<file path="config.mk">
export PLATFORM = sky130hd
export DESIGN_NAME = multi_channel_heartbeat_watchdog_flat
export DESIGN_NICKNAME = d
export VERILOG_FILES = /design/src/mchw_pkg.sv /design/src/mchw_req_if.sv /design/src/mchw_rsp_if.sv /design/src/multi_channel_heartbeat_watchdog.sv /design/src/flat_wrapper.sv
export SDC_FILE = /design/constraint.sdc
export NUM_CORES = 1
export LEC_CHECK = 0
export BUFFER_PORTS_ARGS = -buffer_cell sky130_fd_sc_hd__buf_4
export CORE_AREA = 2 2 402 304
export DETAILED_ROUTE_END_ITERATION = 8
export DIE_AREA = 0 0 404 306
export PLACE_DENSITY = 0.58
export SLEW_MARGIN = 30
export SYNTH_ARGS = -nofsm -noshare
export SYNTH_HDL_FRONTEND = slang
export SYNTH_SLANG_ARGS = --single-unit
</file>
<file path="constraint.sdc">
create_clock -name clock -period 6.38 [get_ports clock]
set_clock_uncertainty 0.2 [all_clocks]
set_input_delay 0.638 -clock clock [delete_from_list [all_inputs] [get_ports clock]]
set_output_delay 0.638 -clock clock [all_outputs]
set_load 0.1 [all_outputs]
</file>
<file path="src/mchw_pkg.sv">
package mchw_pkg;

   localparam int CHANNELS    = 16;
   localparam int TIME_BITS   = 32;
   localparam int MAX_RESULTS = 16;
   localparam int IDX_BITS    = (CHANNELS > 1) ? $clog2(CHANNELS) : 1;
   localparam int CNT_BITS    = $clog2(MAX_RESULTS + 1);

   typedef logic [TIME_BITS-1:0] time_type;
   typedef logic [IDX_BITS-1:0]  idx_type;
   typedef logic [CNT_BITS-1:0]  cnt_type;

   typedef enum logic [1:0] {
      OP_REGISTER  = 2'd0,
      OP_HEARTBEAT = 2'd1,
      OP_CHECK     = 2'd2
   } op_type;

   localparam logic ACT_RESTART  = 1'b0;
   localparam logic ACT_SYSRESET = 1'b1;

   typedef enum logic [1:0] {
      ST_IDLE,
      ST_READ,
      ST_EVAL,
      ST_FLUSH
   } state_type;

   typedef struct packed {
      logic [3:0] hit_slot;
      logic       action;
      logic       kill_first;
   } result_type;

endpackage

</file>
<file path="src/mchw_req_if.sv">
interface mchw_req_if;
   logic        valid;
   logic        ready;
   logic [1:0]  op;
   logic [3:0]  slot;
   logic [31:0] limit_ms;
   logic        can_restart;
   logic        holds_handle;
   logic [31:0] now_ms;

   modport source (output valid, output op, output slot, output limit_ms,
                   output can_restart, output holds_handle, output now_ms,
                   input ready);
   modport sink (input valid, input op, input slot, input limit_ms,
                 input can_restart, input holds_handle, input now_ms,
                 output ready);
endinterface

</file>
<file path="src/mchw_rsp_if.sv">
interface mchw_rsp_if;
   logic       valid;
   logic       ready;
   logic [3:0] hit_slot;
   logic       action;
   logic       kill_first;
   logic       last_of_run;

   modport source (output valid, output hit_slot, output action, output kill_first,
                   output last_of_run, input ready);
   modport sink (input valid, input hit_slot, input action, input kill_first,
                 input last_of_run, output ready);
endinterface

</file>
<file path="src/multi_channel_heartbeat_watchdog.sv">
// Heartbeat watchdog over CHANNELS slots. Register and heartbeat requests write the slot
// tables when accepted. A check request scans the slots in index order through one read
// address shared by the time-stamp and limit memories and one shared subtract-and-compare
// unit, each slot passing through a read and an evaluate state; a flush state then hands
// over the final result. A system reset result ends the scan early; evaluation waits
// while a held result cannot move to the output. One timed-out slot is held back until
// the next is found, so that the final result of a check carries last_of_run. No new
// request is taken while a check is in progress; results drain through an output register.
module multi_channel_heartbeat_watchdog
   import mchw_pkg::*;
(
   input logic         clock,
   input logic         reset,
   mchw_req_if.sink    req,
   mchw_rsp_if.source  rsp
);

   state_type               state_ff, state_in;
   idx_type                 idx_ff, idx_in;
   cnt_type                 cnt_ff, cnt_in;
   time_type                now_ff, now_in;
   logic [CHANNELS-1:0]     active_ff, active_in;
   logic [CHANNELS-1:0]     restart_ff, restart_in;
   logic [CHANNELS-1:0]     handle_ff, handle_in;
   logic                    pend_valid_ff, pend_valid_in;
   result_type              pend_ff, pend_in;
   logic                    out_valid_ff, out_valid_in;
   result_type              out_ff, out_in;
   logic                    out_last_ff, out_last_in;

   time_type                stamp_mem [CHANNELS];
   time_type                limit_mem [CHANNELS];
   time_type                stamp_rd_ff;
   time_type                limit_rd_ff;

   logic                    stamp_we, limit_we;
   idx_type                 wr_addr;
   time_type                stamp_wd, limit_wd;

   logic                    accept, slot_ok, out_free, hit, last_idx;
   idx_type                 req_idx;
   time_type                req_now, elapsed;
   op_type                  req_op;

   assign req_op   = op_type'(req.op);
   assign accept   = req.valid && req.ready;
   assign req_idx  = idx_type'(req.slot);
   assign slot_ok  = ({28'd0, req.slot} < 32'(CHANNELS));
   assign req_now  = time_type'(req.now_ms);
   assign out_free = !out_valid_ff || rsp.ready;
   assign elapsed  = now_ff - stamp_rd_ff;
   assign hit      = active_ff[idx_ff] && (limit_rd_ff != '0) && (elapsed > limit_rd_ff);
   assign last_idx = (idx_ff == idx_type'(CHANNELS - 1));

   assign req.ready       = (state_ff == ST_IDLE);
   assign rsp.valid       = out_valid_ff;
   assign rsp.hit_slot    = out_ff.hit_slot;
   assign rsp.action      = out_ff.action;
   assign rsp.kill_first  = out_ff.kill_first;
   assign rsp.last_of_run = out_last_ff;

   always_comb begin
      state_in      = state_ff;
      idx_in        = idx_ff;
      cnt_in        = cnt_ff;
      now_in        = now_ff;
      active_in     = active_ff;
      restart_in    = restart_ff;
      handle_in     = handle_ff;
      pend_valid_in = pend_valid_ff;
      pend_in       = pend_ff;
      out_valid_in  = out_valid_ff && !rsp.ready;
      out_in        = out_ff;
      out_last_in   = out_last_ff;
      stamp_we      = 1'b0;
      limit_we      = 1'b0;
      wr_addr       = req_idx;
      stamp_wd      = req_now;
      limit_wd      = time_type'(req.limit_ms);

      unique case (state_ff)
         ST_IDLE: begin
            if (accept) begin
               unique case (req_op)
                  OP_REGISTER: begin
                     if (slot_ok) begin
                        stamp_we            = 1'b1;
                        limit_we            = 1'b1;
                        active_in[req_idx]  = 1'b1;
                        restart_in[req_idx] = req.can_restart;
                        handle_in[req_idx]  = req.holds_handle;
                     end
                  end
                  OP_HEARTBEAT: begin
                     stamp_we = slot_ok && active_ff[req_idx];
                  end
                  OP_CHECK: begin
                     now_in   = req_now;
                     idx_in   = '0;
                     cnt_in   = '0;
                     state_in = ST_READ;
                  end
                  default: ;
               endcase
            end
         end
         ST_READ: begin
            state_in = ST_EVAL;
         end
         ST_EVAL: begin
            if (!hit) begin
               if (last_idx) begin
                  state_in = ST_FLUSH;
               end else begin
                  idx_in   = idx_ff + 1'b1;
                  state_in = ST_READ;
               end
            end else if (!pend_valid_ff || out_free) begin
               stamp_we = 1'b1;
               wr_addr  = idx_ff;
               stamp_wd = now_ff;
               if (pend_valid_ff) begin
                  out_valid_in = 1'b1;
                  out_in       = pend_ff;
                  out_last_in  = 1'b0;
               end
               pend_valid_in    = 1'b1;
               pend_in.hit_slot = 4'(idx_ff);
               cnt_in           = cnt_ff + 1'b1;
               if (restart_ff[idx_ff]) begin
                  pend_in.action     = ACT_RESTART;
                  pend_in.kill_first = handle_ff[idx_ff];
                  handle_in[idx_ff]  = 1'b0;
                  if (last_idx || (cnt_in == cnt_type'(MAX_RESULTS))) begin
                     state_in = ST_FLUSH;
                  end else begin
                     idx_in   = idx_ff + 1'b1;
                     state_in = ST_READ;
                  end
               end else begin
                  pend_in.action     = ACT_SYSRESET;
                  pend_in.kill_first = 1'b0;
                  state_in           = ST_FLUSH;
               end
            end
         end
         ST_FLUSH: begin
            if (!pend_valid_ff) begin
               state_in = ST_IDLE;
            end else if (out_free) begin
               out_valid_in  = 1'b1;
               out_in        = pend_ff;
               out_last_in   = 1'b1;
               pend_valid_in = 1'b0;
               state_in      = ST_IDLE;
            end
         end
         default: state_in = ST_IDLE;
      endcase
   end

   always_ff @(posedge clock) begin
      if (reset) begin
         state_ff      <= ST_IDLE;
         active_ff     <= '0;
         pend_valid_ff <= 1'b0;
         out_valid_ff  <= 1'b0;
         cnt_ff        <= '0;
      end else begin
         state_ff      <= state_in;
         active_ff     <= active_in;
         pend_valid_ff <= pend_valid_in;
         out_valid_ff  <= out_valid_in;
         cnt_ff        <= cnt_in;
      end
   end

   always_ff @(posedge clock) begin
      idx_ff      <= idx_in;
      now_ff      <= now_in;
      restart_ff  <= restart_in;
      handle_ff   <= handle_in;
      pend_ff     <= pend_in;
      out_ff      <= out_in;
      out_last_ff <= out_last_in;
   end

   always_ff @(posedge clock) begin
      if (stamp_we) begin
         stamp_mem[wr_addr] <= stamp_wd;
      end
      if (limit_we) begin
         limit_mem[wr_addr] <= limit_wd;
      end
      stamp_rd_ff <= stamp_mem[idx_ff];
      limit_rd_ff <= limit_mem[idx_ff];
   end

   a_idle_no_pending: assert property (@(posedge clock) disable iff (reset)
      (state_ff == ST_IDLE) |-> !pend_valid_ff)
      else $error("pending result left over after check");

   a_count_bound: assert property (@(posedge clock) disable iff (reset)
      cnt_ff <= cnt_type'(MAX_RESULTS))
      else $error("result count overflow");

   a_sysreset_last: assert property (@(posedge clock) disable iff (reset)
      (rsp.valid && rsp.action == ACT_SYSRESET) |-> (rsp.last_of_run && !rsp.kill_first))
      else $error("system reset result not final or has kill");

   a_busy_not_ready: assert property (@(posedge clock) disable iff (reset)
      (state_ff == ST_EVAL) |=> !req.ready || !pend_valid_ff)
      else $error("request taken with a result still held");

endmodule
</file>
<file path="src/flat_wrapper.sv">
// flat-port wrapper written by rule: the top's interface ports become plain ports
module multi_channel_heartbeat_watchdog_flat import mchw_pkg::*;
  (clock, reset, req_valid, req_op, req_slot, req_limit_ms, req_can_restart, req_holds_handle, req_now_ms, req_ready, rsp_valid, rsp_hit_slot, rsp_action, rsp_kill_first, rsp_last_of_run, rsp_ready);
  mchw_req_if req_i ();
  mchw_rsp_if rsp_i ();
  input logic clock;
  input logic reset;
  input wire logic [$bits(req_i.valid)-1:0] req_valid;
  input wire logic [$bits(req_i.op)-1:0] req_op;
  input wire logic [$bits(req_i.slot)-1:0] req_slot;
  input wire logic [$bits(req_i.limit_ms)-1:0] req_limit_ms;
  input wire logic [$bits(req_i.can_restart)-1:0] req_can_restart;
  input wire logic [$bits(req_i.holds_handle)-1:0] req_holds_handle;
  input wire logic [$bits(req_i.now_ms)-1:0] req_now_ms;
  output wire logic [$bits(req_i.ready)-1:0] req_ready;
  output wire logic [$bits(rsp_i.valid)-1:0] rsp_valid;
  output wire logic [$bits(rsp_i.hit_slot)-1:0] rsp_hit_slot;
  output wire logic [$bits(rsp_i.action)-1:0] rsp_action;
  output wire logic [$bits(rsp_i.kill_first)-1:0] rsp_kill_first;
  output wire logic [$bits(rsp_i.last_of_run)-1:0] rsp_last_of_run;
  input wire logic [$bits(rsp_i.ready)-1:0] rsp_ready;
  assign req_i.valid = req_valid;
  assign req_i.op = req_op;
  assign req_i.slot = req_slot;
  assign req_i.limit_ms = req_limit_ms;
  assign req_i.can_restart = req_can_restart;
  assign req_i.holds_handle = req_holds_handle;
  assign req_i.now_ms = req_now_ms;
  assign req_ready = req_i.ready;
  assign rsp_valid = rsp_i.valid;
  assign rsp_hit_slot = rsp_i.hit_slot;
  assign rsp_action = rsp_i.action;
  assign rsp_kill_first = rsp_i.kill_first;
  assign rsp_last_of_run = rsp_i.last_of_run;
  assign rsp_i.ready = rsp_ready;
  multi_channel_heartbeat_watchdog u_core (.clock(clock), .reset(reset), .req(req_i), .rsp(rsp_i));
endmodule
</file>
# Word level (Yosys, flattened, before mapping)
# Memories as Yosys holds them, arrays and structs flattened. A register that Yosys moved wholly into a read port is not among the register bits.
# Index checks and enable logic that the tools add are counted.
[totals]
ramBits = 1024
inputBits = 76
memories = 2
wordCells = 161
ff_bits = 106
[mem_list]
columns = ["memory", "words", "word_bits", "read_ports", "rd_ports_with_merged_regs", "write_ports", "line", "text"]
rows = [
  ["u_core.limit_mem", 16, 32, 1, 1, 1, "multi_channel_heartbeat_watchdog.sv:32", "time_type limit_mem [CHANNELS];"],
  ["u_core.stamp_mem", 16, 32, 1, 1, 1, "multi_channel_heartbeat_watchdog.sv:31", "time_type stamp_mem [CHANNELS];"],
]
[classes]
n_reduce_logical = 26
n_addsub = 3
eq_ne = 21
bitwise = 3
order_cmp = 5
mux = 85
[ops]
columns = ["op", "n"]
rows = [
  ["$mux 32", 3],
  ["$mux 16", 5],
  ["$mux 4", 10],
  ["$bwmux 16", 2],
  ["$gt 32x32->1", 1],
  ["$pmux 16 s2", 1],
  ["$reduce_bool 32->1", 1],
  ["$sub 32x32->32", 1],
  ["$mux 1", 30],
  ["$mux 6", 5],
  ["$mux 2", 10],
  ["$mux 5", 4],
  ["$and 16x16->16", 1],
  ["$bmux 1 s4", 4],
  ["$not 16->16", 1],
  ["$or 16x16->16", 1],
  ["$ne 2x1->1 const B", 6],
  ["$ne 3x3->1 const B", 4],
  ["$pmux 6 s2", 1],
  ["$reduce_and 3->1", 4],
  ["$reduce_and 6->1", 2],
  ["$lt 4x5->1 const B", 2],
  ["$pmux 1 s2", 5],
  ["$pmux 5 s2", 1],
  ["20 further kinds", 38],
]

# Logic depth before layout (Yosys ltp)
# Gate-level depths: netlist of run 1.
[logic_depth]
ltp_word = 10
mapped_depth = 21

# Least setup slack after synthesis of run 1
# No wires, ideal clock.
[synth_timing]
kind = "reg2reg"
start = "reg u_core.now_ff[16]"
end = "mem u_core.limit_mem[12][0] (netlist bit) (enable)"
period_less_slack_ps = 6540
path_buffers = 3
arrival_time_ps = 5908
setup_slack_ps = -160
setup_ps = 432
path_stages_with_launch = 18
cell_sequence = "edfxtp_1 -> ha_1 -> clkbuf_1 -> nand3_1 -> nor3_1 -> o311ai_0 -> a31oi_1 -> mux2i_1 -> o2111ai_1 -> ha_1 -> nand4_1 -> or4b_2 -> o221ai_1 -> o31a_1 -> buf_6 -> buf_6 -> nand3_1 -> a21oi_1"
[synth_between]
elab_chain_cells = 5
[synth_rtl]
columns = ["item", "line", "text"]
rows = [
  ["start, declared", "multi_channel_heartbeat_watchdog.sv:21", "time_type now_ff, now_in;"],
  ["start signal, assigned", "multi_channel_heartbeat_watchdog.sv:180", "now_ff <= now_in;"],
  ["$sub 32x32->32", "multi_channel_heartbeat_watchdog.sv:51", "assign elapsed = now_ff - stamp_rd_ff;"],
  ["$gt 32x32->1", "multi_channel_heartbeat_watchdog.sv:52", "assign hit = active_ff[idx_ff] && (limit_rd_ff != '0) && (elapsed > limit_rd_ff);"],
  ["$logic_and 1x1->1", "multi_channel_heartbeat_watchdog.sv:52", ""],
  ["$mux 4", "multi_channel_heartbeat_watchdog.sv:111", "if (!hit) begin"],
  ["$mux 4", "multi_channel_heartbeat_watchdog.sv:81", "unique case (state_ff)"],
  ["end, declared", "multi_channel_heartbeat_watchdog.sv:32", ""],
]
# No other way between the ends.

# Final worst setup path of run 1
[layout_timing]
start = "reg u_core.now_ff[0]"
end = "mem u_core.stamp_mem[1][13] (netlist bit) (enable)"
[layout_between]
elab_chain_cells = 7
[layout_rtl]
columns = ["item", "line", "text"]
rows = [
  ["$sub 32x32->32 (*)", "multi_channel_heartbeat_watchdog.sv:51", ""],
  ["$gt 32x32->1 (*)", "multi_channel_heartbeat_watchdog.sv:52", ""],
  ["$logic_and 1x1->1 (*)", "multi_channel_heartbeat_watchdog.sv:52", ""],
  ["$mux 1", "multi_channel_heartbeat_watchdog.sv:111", ""],
  ["$pmux 1 s2", "multi_channel_heartbeat_watchdog.sv:81", ""],
  ["$mux 1", "multi_channel_heartbeat_watchdog.sv:189", "if (stamp_we) begin"],
  ["$mux 1 (implied by the code)", "multi_channel_heartbeat_watchdog.sv:190", "stamp_mem[wr_addr] <= stamp_wd;"],
  ["end, declared", "multi_channel_heartbeat_watchdog.sv:31", ""],
]
# Mark *: on every way between the ends. The rest lies on a longest branch, timed or not.

==> insert_results.sql, run 1 <==
INSERT INTO impl_metrics (metric_group, metric, value, unit) VALUES
('logic_synthesis', 'synth_warnings', '0', ''),
('cts', 'tritoncts.num_buffers', '115', ''),
('sta', 'max-slew-margin-rel', '30.08', '%'),
('final_layout', 'area_growth', '16.43', '%'),
('job', 'cap_viol_max_count', '0', ''),
('logic_synthesis', 'avgSynthCellArea', '20.44', 'µm²'),
('grt', 'tot_gr_track_use', '18.19', '%'),
('power_and_ir_drop', 'lkg_pwr', '17.85', 'nW'),
('sta', 'finalWorstPathRequiredPeriod', '6.098', 'ns'),
('logic_synthesis', 'ys_seq_area_share', '73.45', '%'),
('critical_path', 'slowest_cell_delay_on_critical_path', '0.64', 'ns'),
('critical_path', 'crit_fanout', '32', ''),
('status', 'run_status', 'complete, no violations', ''),
('final_layout', 'nFillCells', '9874', ''),
('critical_path', 'crit_path_category', 'reg -> reg', ''),
('cts', 'h_tree_depth', '3', ''),
('logic_synthesis', 'postSynth.topFlopCell', 'edfxtp_1', ''),
('cts', 'cts-root-to-sink-buffers', '3', ''),
('hold_path', 'hold_path_depth', '4', ''),
('sta', 'hold_violations', '0', ''),
('critical_path', 'critical_path_arrival', '6.26', 'ns'),
('detailed_routing', 'routed_wirelength', '111600', 'µm'),
('logic_synthesis', 'ys_async_sr_fraction', '0', '%'),
('sta', 'fin_crit_sh', '95.59', '%'),
('grt', 'grt_overflow_total', '0', ''),
('critical_path', 'required', '6.55', 'ns'),
('logic_synthesis', 'synth-seq-cells', '1194', ''),
('cts', 'clock_latency', '0.74', 'ns'),
('final_layout', 'final_nets', '2686', ''),
('grt', 'grt_pass1_vias', '23890', ''),
('sta', 'maxSlewViolCount', '0', ''),
('cts', 'clk_transition_reported_paths', '0.06', 'ns'),
('detailed_routing', 'wl_per_cell', '26.53', 'µm'),
('grt', 'grt_first_pass_wirelength', '164100', 'µm'),
('floorplan', 'die_height', '306', 'µm'),
('floorplan', 'coreArea', '0.1195', 'mm²'),
('cts', 'clock_net_sink_count', '1194', ''),
('detailed_routing', 'detail_route.iter0.violations', '2209', ''),
('logic_synthesis', 'yosys-top-cells-area', 'edfxtp_1, mux4_2, dfxtp_1', ''),
('critical_path', 'ff2ff_path_depth', '20', ''),
('final_layout', 'fin_cells', '4208', ''),
('sta', 'tightest_slew', '1.044', 'ns'),
('sta', 'timing.final.setup_violations', '0', ''),
('logic_synthesis', 'synthDominantAreaCellType', 'edfxtp_1', ''),
('critical_path', 'path_cells', 'inv_1 > ha_1 > inv_1 > fa_1 > a211oi_1 > o21ai_0 > a41oi_1 > a31oi_1 > a21o_1 > a21oi_1 > xnor2_1 > ha_1 > and4_1 > or4b_2 > nor2_1 > and3_1 > o31a_2 > a31oi_1 > a21oi_4 > buf_12', ''),
('detailed_routing', 'antenna_violating_nets_post_route', '0', ''),
('sta', 'timing.fmax', '164.0', 'MHz'),
('detailed_routing', 'route.vias.total', '23560', ''),
('logic_synthesis', 'post-synth-top-area-fraction', '69.71', '%'),
('logic_synthesis', 'net_count_after_synthesis', '2474', ''),
('power_and_ir_drop', 'worst_ir_drop_vdd', '0.2551', 'mV'),
('placed_design', 'placed_cells_incl_taps', '3927', ''),
('power_and_ir_drop', 'p_total', '16.68', 'mW'),
('critical_path', 'cp-end-kind', 'flip-flop', ''),
('power_and_ir_drop', 'power_density', '301.0', 'mW/mm²'),
('critical_path', 'slowest_stage', 'or4b_2', ''),
('grt', 'antenna_found_initial', '3', ''),
('final_layout', 'antenna_cells', '0', ''),
('cts', 'clock_tree.root_cell', 'clkbuf_16', ''),
('logic_synthesis', 'post_synth_instance_area', '0.04760', 'mm²'),
('detailed_routing', 'route.detailed.drc', '0', ''),
('sta', 'rsz0062_at_grt', 'false', ''),
('cts', 'cts_tree', 'yes', ''),
('cts', 'postCtsSetupRepairBufs', '0', ''),
('floorplan', 'fp.dieW', '404', 'µm'),
('critical_path', 'start_kind', 'flip-flop', ''),
('logic_synthesis', 'yosysUniqueCellTypes', '69', ''),
('detailed_routing', 'vias_per_cell', '5.599', ''),
('floorplan', 'die_area', '0.1236', 'mm²'),
('placed_design', 'io_buffers', '84', ''),
('placed_design', 'routabilityCongestion', '0.8395', ''),
('floorplan', 'placement_rows', '110', ''),
('grt', 'largest_net_degree_at_the_start_of_global_routing', '137', ''),
('floorplan', 'ioPinCount', '85', ''),
('detailed_routing', 'detail_route.first_pass.iterations', '6', ''),
('hold_path', 'hold_class', 'in -> reg', ''),
('placed_design', 'detailedPlacementHpwl', '61740', 'µm'),
('floorplan', 'starting_utilization_of_the_core_area', '39.85', '%'),
('logic_synthesis', 'post_synth_inst_count', '2329', ''),
('final_layout', 'drive_above_1_share', '28.11', '%'),
('logic_synthesis', 'synth-edff-count', '1105', '');
[what timing repair did]
item | 4_1_cts | 5_1_grt
endpoints found under the hold margin | 506 | 0
endpoints found under the setup margin | 0 | 581
hold buffers | 64 | 0
gates resized for setup | 0 | 6
[flip-flops by register name (all words and copies together), names as in the netlist]
name                    count
u_core.limit_rd_ff         32
u_core.pend_valid_ff        1
u_core.stamp_mem          512
u_core.pend_ff              6
u_core.now_ff              32
u_core.restart_ff          16
u_core.rsp.kill_first       1
u_core.rsp.action           1
u_core.rsp.valid            1
u_core.cnt_ff               5
u_core.limit_mem          512
u_core.idx_ff               4
u_core.active_ff           16
u_core.state_ff             2
u_core.rsp.last_of_run      1
u_core.stamp_rd_ff         32
u_core.rsp.hit_slot         4
u_core.handle_ff           16
[power breakdown]
| part | leakage (nW) | internal [mW] | switching [mW] | total (mW) |
|---|---|---|---|---|
| clock network | 1.93 | 4.07 | 2.94 | 7.01 |
| logic | 5.22 | 0.432 | 0.577 | 1.01 |
| registers | 10.7 | 8.61 | 0.0505 | 8.67 |
| total | 17.8 | 13.1 | 3.56 | 16.7 |
[critical path, delay by kind of cell (launching register included)]
family,cells,cell delay (ns)
simple gates,4,1.22
flops,1,0.40
fa+ha+maj,3,0.86
buf+inv,3,0.45
compound gates,9,2.46
xor+xnor,1,0.09
[cells in the mapped netlist (all sizes together), types with 32 or more instances]
| master | instances |
|---|---|
| dfxtp | 89 |
| buf | 32 |
| a21oi | 76 |
| edfxtp | 1105 |
| nand3 | 40 |
| mux4 | 340 |
| mux2 | 32 |
| inv | 82 |
| o21ai | 39 |
| nor2 | 89 |
| clkbuf | 75 |
| ha | 68 |
| nand2 | 62 |
[layout make-up]
class | instances | area, µm² | area share [%]
Clock buffer | 150 | 3120 | 5.630
Clock inverter | 66 | 813.3 | 1.467
Inverter | 82 | 307.8 | 0.5554
Multi-Input combinational cell | 946 | 12230 | 22.06
Sequential cell | 1194 | 34960 | 63.08
Tap cell | 1568 | 1962 | 3.540
Timing Repair Buffer | 202 | 2029 | 3.662
[metal layers]
| metal | share of wire, % | global-route usage, % |
|---|---|---|
| met5 | 0.0063 | 0 |
| met4 | 1.8 | 3.844 |
| met3 | 6.8 | 3.464 |
| met2 | 47 | 28.23 |
| met1 | 44 | 26.87 |
[cell usage in the layout (no fill, tap or decap), types with 7 or more instances in the layout]
cell | Yosys | final
buf_4 | 0 | 109
mux4_2 | 340 | 340
nand4_1 | 11 | 11
buf_12 | 0 | 26
a21oi_1 | 76 | 55
o21bai_1 | 7 | 7
inv_1 | 82 | 82
clkinv_1 | 0 | 16
a21o_1 | 17 | 17
and3_1 | 9 | 9
nor3_1 | 11 | 11
nor2_4 | 1 | 13
nor2_1 | 88 | 75
clkbuf_16 | 0 | 116
dfxtp_1 | 89 | 89
nand2_1 | 62 | 62
a21oi_4 | 0 | 21
ha_1 | 68 | 68
edfxtp_1 | 1105 | 1105
xnor2_1 | 17 | 17
dlygate4sd3_1 | 0 | 64
nor4_1 | 12 | 12
nand3_1 | 40 | 37
a31oi_1 | 10 | 9
clkbuf_1 | 75 | 25
clkinv_2 | 0 | 25
o21ai_0 | 38 | 36
nor2b_1 | 12 | 12
bufinv_16 | 0 | 15
clkbuf_8 | 0 | 9
mux2_4 | 27 | 27
xor2_1 | 13 | 13
[path summary, 6_finish.rpt]
path	from	endpoint	slack, ns
setup / recovery	u_core.now_ff[0]	u_core.stamp_mem[1][13]	0.28
hold / removal	rsp_ready	u_core.rsp.valid	0.09
setup reg to reg	u_core.now_ff[0]	u_core.stamp_mem[1][13]	0.28
hold reg to reg	u_core.pend_ff[5]	u_core.rsp.hit_slot[3]	0.22
[stage by stage]
stage / setup TNS, ns / cell area [µm²] / setup slack (ns) / hold slack [ns] / util (%)
CTS: 0 / 55360 / 0.009500 / 0.02136 / 46.34
floorplan: -80.75 / 47620 / -0.1599 / 0.2003 / -
global placement: 0 / 50780 / 0.1725 / 0.2059 / 42.51
global route: 0 / 55420 / 0.02700 / 0.04596 / 46.39
finish: 0 / 55420 / 0.2816 / 0.09105 / 46.39
detailed placement: 0 / 50790 / 0.06446 / 0.2045 / 42.51
[cells by family after synthesis]
logic type / Yosys count / share of synthesized area (%)
DFF: 1194 / 73.45
muxes: 374 / 17.10
and+or+nand+nor: 280 / 2.834
AOI/OAI and AO/OA: 193 / 2.618
buffers and inverters: 189 / 1.619
adders and majority gates: 69 / 1.829
xor gates and xnor gates: 30 / 0.5520
Power figures use the tool's default switching activity.
==> run 2, diff against run 1 <==
- CORE_AREA: 2 2 402 304 -> 2 2 329 249
- DIE_AREA: 0 0 404 306 -> 0 0 331 251
- PLACE_DENSITY: 0.58 -> 0.77
- clock period: 6.38 -> 5.7 ns (I/O delays scaled with it)
==> run 2 against run 1 <==
  * Wire length grew 0.30%
  * Global-route usage grew 9.4 points
  * Setup slack lost 0.11 ns
  * Die area shrank 33%
  * Power grew 8.2%
  * Register-to-register slack lost 0.11 ns
  * Via count grew 5.0%
  * Utilization grew 22 points
  * Clock power grew 3%
  * Sequential power grew 12%
  * Critical path depth grew 4
  * Critical path type unchanged
  * Critical endpoint is now u_core.stamp_mem[11][2]
  * Highest routed layer unchanged
==> insert_results.sql, run 2 (synthesis gave the netlist of run 1 again) <==
INSERT INTO impl_metrics (metric_group, metric, value, unit) VALUES
('status', 'run_status', 'complete, no violations', ''),
('critical_path', 'required', '5.89', 'ns'),
('placed_design', 'io_buffers', '84', ''),
('critical_path', 'critical_path_arrival', '5.72', 'ns'),
('sta', 'max-slew-margin-rel', '27.64', '%'),
('floorplan', 'die_area', '0.08308', 'mm²'),
('detailed_routing', 'route.detailed.drc', '0', ''),
('cts', 'h_tree_depth', '3', ''),
('grt', 'tot_gr_track_use', '27.54', '%'),
('detailed_routing', 'wl_per_cell', '29.97', 'µm'),
('final_layout', 'drive_above_1_share', '29.21', '%'),
('detailed_routing', 'route.vias.total', '24740', ''),
('placed_design', 'detailedPlacementHpwl', '62450', 'µm'),
('floorplan', 'fp.dieW', '331', 'µm'),
('critical_path', 'r2r-end', 'u_core.stamp_mem[11][2]', ''),
('hold_path', 'hold_path_depth', '1', ''),
('sta', 'finalHoldWorstSlack', '0.03719', 'ns'),
('critical_path', 'path_cells', 'inv_1 > ha_1 > inv_1 > fa_1 > a211oi_2 > o21ai_2 > buf_4 > nand4_1 > a21oi_1 > o21ai_0 > a211o_1 > o2111ai_1 > ha_1 > a21o_1 > a21o_1 > a21oi_1 > o221ai_1 > buf_4 > o31ai_4 > buf_4 > nor2_4 > buf_12 > buf_12 > mux2_2', ''),
('critical_path', 'slowest_cell_delay_on_critical_path', '0.43', 'ns'),
('critical_path', 'ff2ff_path_depth', '24', ''),
('detailed_routing', 'routed_wirelength', '112000', 'µm'),
('floorplan', 'starting_utilization_of_the_core_area', '59.54', '%'),
('sta', 'timing.fmax', '180.9', 'MHz'),
('critical_path', 'cp.buffers_inverters', '7', ''),
('detailed_routing', 'antenna_violating_nets_post_route', '0', ''),
('final_layout', 'area_growth', '15.38', '%'),
('grt', 'largest_net_degree_at_the_start_of_global_routing', '149', ''),
('sta', 'hold_violations', '0', ''),
('grt', 'grt_first_pass_wirelength', '165500', 'µm'),
('hold_path', 'hold_path_startpoint', 'req_can_restart', ''),
('floorplan', 'placement_rows', '90', ''),
('hold_path', 'hold_class', 'in -> reg', ''),
('hold_path', 'hold-path-endpoint', 'u_core.restart_ff[0]', ''),
('critical_path', 'critPathLaunch', 'u_core.now_ff[0]', ''),
('critical_path', 'slowest_stage', 'mux2_2', ''),
('sta', 'setup-tns-final', '0', 'ns'),
('critical_path', 'r2r-start', 'u_core.now_ff[0]', ''),
('job', 'cap_viol_max_count', '0', ''),
('critical_path', 'crit_fanout', '16', ''),
('critical_path', 'critPathTopFamily', 'compound AO/OA/AOI/OAI gates', ''),
('cts', 'clk_transition_reported_paths', '0.06', 'ns'),
('power_and_ir_drop', 'worst_ir_drop_vdd', '0.2798', 'mV'),
('cts', 'cts-root-to-sink-buffers', '3', ''),
('floorplan', 'ioPinCount', '85', ''),
('detailed_routing', 'vias_per_cell', '6.623', ''),
('power_and_ir_drop', 'p_total', '18.05', 'mW'),
('final_layout', 'final-seq-area', '0.03496', 'mm²'),
('sta', 'timing.final.setup_violations', '0', ''),
('cts', 'cts_tree', 'yes', ''),
('power_and_ir_drop', 'lkg_pwr', '17.94', 'nW'),
('sta', 'tightest_slew', '1.085', 'ns'),
('critical_path', 'worst-r2r-setup-slack', '0.17', 'ns'),
('sta', 'final_critical_path_setup_slack', '0.1712', 'ns'),
('final_layout', 'reg.largest.list', 'u_core.limit_mem (512), u_core.stamp_mem (512)', ''),
('sta', 'finalWorstPathRequiredPeriod', '5.529', 'ns'),
('sta', 'fin_crit_sh', '97.00', '%'),
('final_layout', 'layout_common_cells', 'edfxtp_1, mux4_2, buf_4', ''),
('floorplan', 'coreArea', '0.07995', 'mm²'),
('critical_path', 'crit_path_category', 'reg -> reg', ''),
('grt', 'grt_pass1_vias', '24820', ''),
('placed_design', 'routabilityCongestion', '0.9092', ''),
('final_layout', 'multi_input_area', '0.01227', 'mm²'),
('grt', 'grt_overflow_total', '0', ''),
('cts', 'clock_net_sink_count', '1194', ''),
('detailed_routing', 'detail_route.first_pass.iterations', '6', ''),
('final_layout', 'nFillCells', '4757', ''),
('critical_path', 'start_kind', 'flip-flop', ''),
('final_layout', 'mostFrequentLayoutCell', 'edfxtp_1', ''),
('grt', 'antenna_found_initial', '5', ''),
('detailed_routing', 'detail_route.iter0.violations', '3388', ''),
('sta', 'maxSlewViolCount', '0', ''),
('power_and_ir_drop', 'power_density', '328.7', 'mW/mm²'),
('critical_path', 'cp-end-kind', 'flip-flop', ''),
('cts', 'clock_latency', '0.71', 'ns'),
('floorplan', 'die_height', '251', 'µm'),
('final_layout', 'final_standard_cell_utilization_of_the_core', '68.70', '%'),
('cts', 'tritoncts.num_buffers', '106', ''),
('placed_design', 'placement.setup.worst_slack', '-0.1348', 'ns'),
('cts', 'clock_tree.root_cell', 'clkbuf_16', ''),
('final_layout', 'final_nets', '2730', ''),
('critical_path', 'cpMostUsedCell', 'buf_4', '');
[run 2: metrics by stage]
step / std cells / area [µm²]
floorplan: 2329 / 47720
global placement: 3460 / 50500
detailed placement: 3461 / 50530
CTS: 3728 / 54780
global route: 3736 / 54920
finish: 3736 / 54920
[run 2: worst reg2reg max path, delay by kind of cell (launching register included)]
kind,cells,cell delay [ns]
flip-flops,1,0.41
AND/OR/NAND/NOR,2,0.15
AO/OA/AOI/OAI,11,2.22
adder cells (fa/ha/maj),3,0.82
buffers and inverters,7,0.98
multiplexers,1,0.44
[run 2: how the worst max path moves through the flow]
stage / slack [ns] / depth (start not counted) / end
floorplan: -0.33 / 17 / u_core.limit_mem[12][0]
detailed placement: -0.13 / 20 / u_core.stamp_mem[10][2]
global route: -0.004 / 24 / u_core.stamp_mem[11][8]
global placement: -0.04 / 19 / u_core.stamp_mem[10][0]
CTS: 0.02 / 24 / u_core.stamp_mem[11][18]
finish: 0.17 / 24 / u_core.stamp_mem[11][2]
[run 2: power by group]
group	internal (mW)	leakage (nW)	total, mW	switching (mW)
combinational	0.513	5.53	1.17	0.653
sequential	9.64	10.7	9.70	0.0572
clock	3.99	1.72	7.19	3.20
[run 2: repair_timing]
item                                    CTS  global route
endpoints found under the hold margin   532             0
gates resized for setup                  12            10
setup buffers                             1             5
endpoints found under the setup margin  681          1167
hold buffers                             64             0
pin swaps                                 4             7
gates cloned                              2             1
[run 2: layer usage]
metal  routed length [µm]  up-vias  global-route usage [%]
met5                   35        -                       0
met4                 2781        6                   7.400
met3                10800      204                   5.792
met2                53880     1463                   42.59
met1                44470    12970                   40.70
li1                     -    10100                       -
[run 2: layout make-up]
class,count,area share (%)
Antenna cell,1,0.004556
Clock buffer,148,5.262
Clock inverter,52,1.089
Inverter,82,0.5604
Multi-Input combinational cell,946,22.35
Sequential cell,1194,63.66
Tap cell,1058,2.410
Timing Repair Buffer,255,4.668
